## src/rtl/olir_pkg.sv

```systemverilog
// shared types and codes for the ordered list insert/remove unit
package olir_pkg;

	typedef enum logic [1:0] {
		OP_APPEND = 2'd0,
		OP_POP    = 2'd1,
		OP_INSERT = 2'd2,
		OP_REMOVE = 2'd3
	} op_t;

	typedef enum logic [1:0] {
		STAT_OK    = 2'd0,
		STAT_FULL  = 2'd1,
		STAT_EMPTY = 2'd2,
		STAT_RANGE = 2'd3
	} status_t;

	typedef enum logic [2:0] {
		S_IDLE,
		S_SHIFT_UP,
		S_PLACE,
		S_SHIFT_DN,
		S_POP,
		S_HOLD
	} state_t;

endpackage

```

## src/rtl/olir_ram.sv

```systemverilog
// single write port, single registered read port word memory
module olir_ram #(
	parameter int DEPTH = 64,
	parameter int WIDTH = 32
) (
	input  logic                     clk,
	input  logic                     we,
	input  logic [$clog2(DEPTH)-1:0] waddr,
	input  logic [WIDTH-1:0]         wdata,
	input  logic                     re,
	input  logic [$clog2(DEPTH)-1:0] raddr,
	output logic [WIDTH-1:0]         rdata
);

	logic [WIDTH-1:0] mem [DEPTH];

	always_ff @(posedge clk) begin
		if (we) begin
			mem[waddr] <= wdata;
		end
	end

	always_ff @(posedge clk) begin
		if (re) begin
			rdata <= mem[raddr];
		end
	end

endmodule

```

## src/rtl/ordered_list_insert_remove_unit.sv

```systemverilog
// ordered list of signed words with append, pop, insert and remove at an index
//
//  channel  | signals                              | direction
//  request  | in_valid in_ready operation position | in
//           | value                                |
//  result   | out_valid out_ready status           | out
//           | popped_value entry_count             |
//
// append, failed requests, insert at the end and remove of the last entry finish on
// acceptance; pop ends in S_POP, insert shifts up the tail then writes in S_PLACE,
// remove shifts down the tail: the single memory write port moves one word a cycle.
// a result that cannot leave because out_ready is low parks the unit for as long.
// reset clears the count and the control state; memory contents are not cleared.
module ordered_list_insert_remove_unit
	import olir_pkg::*;
#(
	parameter int DEPTH      = 64,
	parameter int WORD_WIDTH = 32
) (
	input  logic                             clk,
	input  logic                             arst_n,
	input  logic                             in_valid,
	output logic                             in_ready,
	input  logic [1:0]                       operation,
	input  logic [$clog2(DEPTH+1)-1:0]       position,
	input  logic signed [WORD_WIDTH-1:0]     value,
	output logic                             out_valid,
	input  logic                             out_ready,
	output logic [1:0]                       status,
	output logic signed [WORD_WIDTH-1:0]     popped_value,
	output logic [$clog2(DEPTH+1)-1:0]       entry_count
);

	localparam int CNT_W = $clog2(DEPTH+1);
	localparam int AW    = $clog2(DEPTH);

	state_t                state_q, state_d;
	logic [CNT_W-1:0]      count_q;
	logic [AW-1:0]         ptr_q, pos_q, stop_q;
	logic [WORD_WIDTH-1:0] val_q;
	status_t               res_status_q;
	logic [CNT_W-1:0]      res_count_q;
	logic [WORD_WIDTH-1:0] res_popped_q;

	logic                  out_valid_q;
	status_t               out_status_q;
	logic [CNT_W-1:0]      out_count_q;
	logic [WORD_WIDTH-1:0] out_popped_q;

	// decode of an incoming request
	status_t               acc_status;
	logic [CNT_W-1:0]      acc_count;
	state_t                acc_next;
	logic                  acc_done;
	logic                  acc_we;
	logic                  acc_re;
	logic [AW-1:0]         acc_raddr;

	logic                  in_fire;
	logic                  out_free;
	logic                  done;
	status_t               done_status;
	logic [CNT_W-1:0]      done_count;
	logic [WORD_WIDTH-1:0] done_popped;
	logic                  out_load;

	logic                  ram_we;
	logic [AW-1:0]         ram_waddr;
	logic [WORD_WIDTH-1:0] ram_wdata;
	logic                  ram_re;
	logic [AW-1:0]         ram_raddr;
	logic [WORD_WIDTH-1:0] ram_rdata;

	assign in_ready = (state_q == S_IDLE);
	assign in_fire  = in_valid && in_ready;
	assign out_free = !out_valid_q || out_ready;

	always_comb begin
		acc_status = STAT_OK;
		acc_count  = count_q;
		acc_next   = S_IDLE;
		acc_done   = 1'b1;
		acc_we     = 1'b0;
		acc_re     = 1'b0;
		acc_raddr  = AW'(count_q - 1'b1);
		case (op_t'(operation))
			OP_APPEND: begin
				if (count_q == CNT_W'(DEPTH)) begin
					acc_status = STAT_FULL;
				end else begin
					acc_we    = 1'b1;
					acc_count = count_q + 1'b1;
				end
			end
			OP_POP: begin
				if (count_q == '0) begin
					acc_status = STAT_EMPTY;
				end else begin
					acc_re    = 1'b1;
					acc_done  = 1'b0;
					acc_next  = S_POP;
					acc_count = count_q - 1'b1;
				end
			end
			OP_INSERT: begin
				if (count_q == CNT_W'(DEPTH)) begin
					acc_status = STAT_FULL;
				end else if (position > count_q) begin
					acc_status = STAT_RANGE;
				end else if (position == count_q) begin
					acc_we    = 1'b1;
					acc_count = count_q + 1'b1;
				end else begin
					// move the tail up starting from the last entry
					acc_re    = 1'b1;
					acc_done  = 1'b0;
					acc_next  = S_SHIFT_UP;
					acc_count = count_q + 1'b1;
				end
			end
			OP_REMOVE: begin
				if (count_q == '0) begin
					acc_status = STAT_EMPTY;
				end else if (position >= count_q) begin
					acc_status = STAT_RANGE;
				end else if (position == count_q - 1'b1) begin
					acc_count = count_q - 1'b1;
				end else begin
					acc_re    = 1'b1;
					acc_done  = 1'b0;
					acc_next  = S_SHIFT_DN;
					acc_raddr = AW'(position + 1'b1);
					acc_count = count_q - 1'b1;
				end
			end
			default: begin
				acc_status = STAT_OK;
			end
		endcase
	end

	// next state
	always_comb begin
		state_d = state_q;
		if (done) begin
			state_d = out_free ? S_IDLE : S_HOLD;
		end else begin
			case (state_q)
				S_IDLE: begin
					if (in_fire) begin
						state_d = acc_next;
					end
				end
				S_SHIFT_UP: begin
					if (ptr_q == pos_q) begin
						state_d = S_PLACE;
					end
				end
				S_HOLD: begin
					if (out_free) begin
						state_d = S_IDLE;
					end
				end
				default: begin
					state_d = state_q;
				end
			endcase
		end
	end

	// memory control and completion
	always_comb begin
		ram_we      = 1'b0;
		ram_waddr   = AW'(count_q);
		ram_wdata   = value;
		ram_re      = 1'b0;
		ram_raddr   = acc_raddr;
		done        = 1'b0;
		done_status = res_status_q;
		done_count  = res_count_q;
		done_popped = '0;
		case (state_q)
			S_IDLE: begin
				ram_we      = in_fire && acc_we;
				ram_waddr   = AW'(count_q);
				ram_re      = in_fire && acc_re;
				done        = in_fire && acc_done;
				done_status = acc_status;
				done_count  = acc_count;
			end
			S_SHIFT_UP: begin
				ram_we    = 1'b1;
				ram_waddr = ptr_q + 1'b1;
				ram_wdata = ram_rdata;
				ram_re    = (ptr_q != pos_q);
				ram_raddr = ptr_q - 1'b1;
			end
			S_PLACE: begin
				ram_we    = 1'b1;
				ram_waddr = pos_q;
				ram_wdata = val_q;
				done      = 1'b1;
			end
			S_SHIFT_DN: begin
				ram_we    = 1'b1;
				ram_waddr = ptr_q - 1'b1;
				ram_wdata = ram_rdata;
				ram_re    = (ptr_q != stop_q);
				ram_raddr = ptr_q + 1'b1;
				done      = (ptr_q == stop_q);
			end
			S_POP: begin
				done        = 1'b1;
				done_popped = ram_rdata;
			end
			default: begin
				done = 1'b0;
			end
		endcase
	end

	assign out_load = (done || state_q == S_HOLD) && out_free;

	always_ff @(posedge clk or negedge arst_n) begin
		if (!arst_n) begin
			state_q     <= S_IDLE;
			count_q     <= '0;
			out_valid_q <= 1'b0;
		end else begin
			state_q <= state_d;
			if (in_fire) begin
				count_q <= acc_count;
			end
			if (out_load) begin
				out_valid_q <= 1'b1;
			end else if (out_ready) begin
				out_valid_q <= 1'b0;
			end
		end
	end

	always_ff @(posedge clk) begin
		if (ram_re) begin
			ptr_q <= ram_raddr;
		end
		if (in_fire) begin
			pos_q        <= AW'(position);
			stop_q       <= AW'(count_q - 1'b1);
			val_q        <= value;
			res_status_q <= acc_status;
			res_count_q  <= acc_count;
		end
		if (done) begin
			res_popped_q <= done_popped;
		end
		if (out_load) begin
			if (state_q == S_HOLD) begin
				out_status_q <= res_status_q;
				out_count_q  <= res_count_q;
				out_popped_q <= res_popped_q;
			end else begin
				out_status_q <= done_status;
				out_count_q  <= done_count;
				out_popped_q <= done_popped;
			end
		end
	end

	olir_ram #(
		.DEPTH(DEPTH),
		.WIDTH(WORD_WIDTH)
	) u_ram (
		.clk   (clk),
		.we    (ram_we),
		.waddr (ram_waddr),
		.wdata (ram_wdata),
		.re    (ram_re),
		.raddr (ram_raddr),
		.rdata (ram_rdata)
	);

	assign out_valid    = out_valid_q;
	assign status       = out_status_q;
	assign entry_count  = out_count_q;
	assign popped_value = out_popped_q;

endmodule

```

## config.mk

```make
export PLATFORM = sky130hd
export DESIGN_NAME = ordered_list_insert_remove_unit
export DESIGN_NICKNAME = d
export VERILOG_FILES = /design/src/rtl/olir_pkg.sv /design/src/rtl/olir_ram.sv /design/src/rtl/ordered_list_insert_remove_unit.sv
export SDC_FILE = /design/constraint.sdc
export NUM_CORES = 2
export LEC_CHECK = 0
export ABC_AREA = 0
export BUFFER_PORTS_ARGS = -buffer_cell sky130_fd_sc_hd__buf_2
export CAP_MARGIN = 0
export CORE_UTILIZATION = 45
export DETAILED_ROUTE_END_ITERATION = 12
export PLACE_DENSITY_LB_ADDON = 0.1
export SLEW_MARGIN = 0
export SYNTH_ARGS = -nofsm -noshare
export SYNTH_HDL_FRONTEND = slang
export SYNTH_HIERARCHICAL = 1
export SYNTH_SLANG_ARGS = --single-unit
export TNS_END_PERCENT = 50
```

## constraint.sdc

```tcl
create_clock -name clk -period 13.7 [get_ports clk]
set_clock_uncertainty 0.1 [all_clocks]
set_input_delay 2.74 -clock clk [delete_from_list [all_inputs] [get_ports clk]]
set_output_delay 2.74 -clock clk [all_outputs]
set_load 0.05 [all_outputs]
```

==> impl.org <==
** Hold path
- Min-delay worst type :: flip-flop to flip-flop
- Worst Hold End :: popped_value[25]
- The worst hold path begins at res_popped_q[25].
- Hold path cells :: 1

** Detailed routing
- DRC violations left :: 0
- Dividing the detail-routed via count by the number of cells gives 6.20.
- The routed layout has 42804 vias.
- Number of detailed-routing iterations run before antenna repair :: 5
- The detailed router finished its first iteration with 5465 violations.
- After detailed routing, the average wire length per cell comes to 35.4 um.
- Number of nets with antenna violations after detailed routing :: 0
- Wire length reported by the detailed router :: 245000 um

** Floorplan
- The die is 440 um tall.
- The floorplan step set the die width to 440 um.
- Number of placement rows :: 160
- 88 I/O pins were placed.
- Core area :: 190000 um2
- The initial utilization of the core area, before any placement, comes to 45.3%.
- Floorplan die area :: 194000 um2

** Logic synthesis
- Library cell with the largest summed area after synthesis :: sky130_fd_sc_hd__edfxtp_1
- Area fraction in compound gates after synthesis :: 3.01%
- Library cell with the highest instance count after synthesis :: sky130_fd_sc_hd__edfxtp_1
- Sequential cells were found to cover 77.3% of the synthesized design area.
- Simple-gate share of the synthesized area :: 2.17%
- Most used DFF post-synth :: sky130_fd_sc_hd__edfxtp_1
- Synthesis inferred 2223 register bits.
- The cell area that synthesis handed to floorplanning was 86300 um2.
- Leading cell types by total area after synthesis :: sky130_fd_sc_hd__edfxtp_1 77%, sky130_fd_sc_hd__mux4_2 14%, sky130_fd_sc_hd__mux2i_1 1.2%
- Post-synth ARST share :: 0.495%
- Number of flops mapped to enable cells by yosys :: 2212
- Of the post-synthesis cell area, the part taken by muxes is 15.6%.
- Syn. warnings :: 6
- In this run the biggest area consumer among cell types represents 77.0% of the synthesized area.
- The average instance in the mapped netlist occupies 21.8 um2.
- Count of distinct cell types in the synthesized netlist :: 78
- The commonest cells after synthesis are 2212 x sky130_fd_sc_hd__edfxtp_1, 544 x sky130_fd_sc_hd__mux4_2, 156 x sky130_fd_sc_hd__nor2_1.
- The number of nets handed over by synthesis was 4020.
- After technology mapping, the gate count stands at 3962.
- Adder-cell share of the synthesized area :: 0.188%
- The synthesized netlist devotes 0.419% of its cell area to XOR and XNOR gates.
- Combinational family with the most area after synthesis :: multiplexers

** Cells and area
- For this run, the share of the core covered by cells in the final layout is 51.5%.
- Area Overhead vs Synth :: 13.7%
- Final net count :: 4258
- Layout cells sized above 1 :: 28.2%

** Clock network
- Number of buffers inserted for hold repair after clock tree synthesis :: 0
- Inserted Clock Buffers :: 226
- Clock insertion delay at the later pin of the skew report :: 0.88 ns
- Total number of clock tree sinks :: 2223
- Number of H-tree branching levels :: 4
- No sink is reached through more buffers than the 3 on the longest clock path.
- Post-CTS repair changed the size of 0 cells.
- After clock tree synthesis, the clock-pin slew on the worst setup and hold paths is 0.06 ns.
- The number of setup buffers added after CTS is 0.
- CTS Root Cell :: sky130_fd_sc_hd__clkbuf_16
- CTS tree :: built

** Critical path
- Most frequent cell on the critical path :: sky130_fd_sc_hd__a21oi_1
- In this run the worst path has a maximum fanout of 64.
- Worst R2R End :: u_ram/rdata[25]
- WS Path Type :: input pin to flip-flop
- Worst Reg-to-Reg Cells :: 16
- In this run the register-to-register setup slack is 6.36 ns.
- Reg2Reg Launch Point :: count_q[0]
- CP Data Required Time :: 14.19 ns
- Data arrival, critical path :: 8.89 ns
- Maximum single-stage delay on the critical path :: 0.80 ns
- Crit start category :: input pin
- On the critical path, the stage with the largest delay is an instance of sky130_fd_sc_hd__a21oi_4.
- Sequence of cells on the critical path :: buf_2 > ha_1 > a21oi_1 > o21ai_0 > a21oi_1 > or3b_1 > mux2i_1 > a21oi_4 > buf_12 > buf_4 > mux4_2 > o22ai_1 > nor2_1 > a21oi_1 > nor2_1
- Sort of element at the end of the critical path :: flip-flop

** Timing
- Setup Total Neg Slack :: 0 ns
- Setup violations remaining at the end of the flow were counted as 0.
- Worst relative slew slack :: 8.14%
- Crit path setup slack, layout :: 5.31 ns
- The number of hold violations in the final report came to 0.
- Part of the cycle the worst path needs :: 61.3%
- Pin slew with the least headroom to its limit :: 1.37 ns
- Final min period :: 8.39 ns
- Setup repair after global routing left no endpoint under its margin.
- Max Transition Viols Final :: 0
- Fmax achieved :: 119 MHz
- Hold timing on the final database bottoms out at a slack of 0.416 ns.

** Status
- The run finished with clean final reports.

** Global routing
- Global routing used 25.5% of the available tracks.
- Via count of the first global-routing pass :: 42376
- After global routing the overflow that remains totals 0.
- met2 is the most crowded layer.
- Global routing consumed, on the met2 layer, 38.9% of the routing resources.
- For this run, global-route usage on met1 was measured as 38.1%.
- First-pass GRT wire length :: 341000 um
- Entering global routing, the biggest net connects 105 pins.
- Global routing met3 resource utilization :: 4.45%
- The number of antenna violations at the first check in global routing was 19.

** Placement
- Port Buf Inserts :: 87
- Prior to clock tree synthesis, the placed netlist has a worst setup slack of 4.30 ns.
- The wire-length estimate of the detail-placed layout is 134000 um.
- GP Congestion :: 0.844

** Job
- Max-cap violations in this run came to 0.
[layout make-up]
class	count	area, um2
clock buffers	279	5880
diodes	4	10.0
multi-input cells	1494	19400
inverters	19	85.1
flip-flops and latches	2223	66700
fillers	14846	92200
well taps	2511	3140
clock inverters	137	1290
repair buffers	236	1650
[worst max-delay path: cells and delay by family]
| family | cells | cell delay [ns] |
|---|---|---|
| adder cells (fa/ha/maj) | 1 | 0.35 |
| multiplexers | 2 | 0.83 |
| AO/OA/AOI/OAI | 6 | 2.44 |
| buffers and inverters | 3 | 1.32 |
| AND/OR/NAND/NOR | 3 | 0.97 |
[flip-flops by register name, indices dropped and copies added, names as in the netlist, 6 cells and up]
register and cells:
count_q 7, entry_count 7, popped_value 32, pos_q 6, ptr_q 6, res_count_q 7
res_popped_q 32, stop_q 6, u_ram/mem 2048, u_ram/rdata 32, val_q 32
[worst max path at each step]
stage	start	to	slack [ns]	cells past startpoint
after CTS	position[2]	u_ram/rdata[5]	5.25	14
after detailed placement	position[2]	u_ram/rdata[5]	4.30	14
after floorplan	position[6]	u_ram/mem[49][0]	6.66	9
after global routing	position[6]	u_ram/rdata[5]	4.88	14
final	position[2]	u_ram/rdata[25]	5.31	15
after global placement	position[2]	u_ram/rdata[5]	4.27	14
[per-layer routing]
layer | vias to the layer above | part of all wire (%)
li1 | 17202 | -
met1 | 23335 | 42
met4 | 4 | 2.5
met5 | - | 0.027
met2 | 1975 | 46
met3 | 288 | 8.8
[through the flow]
stage          cells  cell area, um2
2_1_floorplan   3962           86300
3_3_place_gp    6483           91000
3_5_place_dp    6483           91000
4_1_cts         6899           98100
5_1_grt         6899           98100
6_report        6903           98100
[kinds of logic after synthesis]
group	count (synthesis)
XOR/XNOR	38
multiplexers	660
buffers and inverters	245
adder cells (fa/ha/maj)	13
AND/OR/NAND/NOR	393
AO/OA/AOI/OAI	390
flip-flops	2223
[placed cells by master, fill, tap and decap left out, types with 8 or more instances in the layout]
cell type / count
sky130_fd_sc_hd__mux2i_1: 104
sky130_fd_sc_hd__mux2_2: 12
sky130_fd_sc_hd__o221ai_1: 28
sky130_fd_sc_hd__inv_1: 17
sky130_fd_sc_hd__o21ai_4: 34
sky130_fd_sc_hd__dfrtp_1: 9
sky130_fd_sc_hd__nor2b_1: 17
sky130_fd_sc_hd__clkbuf_16: 227
sky130_fd_sc_hd__nand2b_1: 11
sky130_fd_sc_hd__edfxtp_1: 2212
sky130_fd_sc_hd__nor3_1: 14
sky130_fd_sc_hd__a22oi_1: 49
sky130_fd_sc_hd__o22ai_1: 87
sky130_fd_sc_hd__nand2_1: 86
sky130_fd_sc_hd__o21ai_0: 20
sky130_fd_sc_hd__nand3_1: 16
sky130_fd_sc_hd__nor2_1: 93
sky130_fd_sc_hd__clkinv_2: 40
sky130_fd_sc_hd__a21oi_1: 78
sky130_fd_sc_hd__buf_12: 8
sky130_fd_sc_hd__clkinv_1: 58
sky130_fd_sc_hd__bufinv_16: 20
sky130_fd_sc_hd__a311oi_1: 8
sky130_fd_sc_hd__buf_4: 141
sky130_fd_sc_hd__xnor2_1: 24
sky130_fd_sc_hd__xor2_1: 12
sky130_fd_sc_hd__mux4_2: 544
sky130_fd_sc_hd__ha_1: 13
sky130_fd_sc_hd__nor2_4: 62
sky130_fd_sc_hd__buf_2: 87
sky130_fd_sc_hd__and3_1: 40
sky130_fd_sc_hd__a21o_1: 35
sky130_fd_sc_hd__clkbuf_1: 52
Power is not shown: default switching activity piles up to over one toggle a cycle in this logic, so the estimate is an artifact.
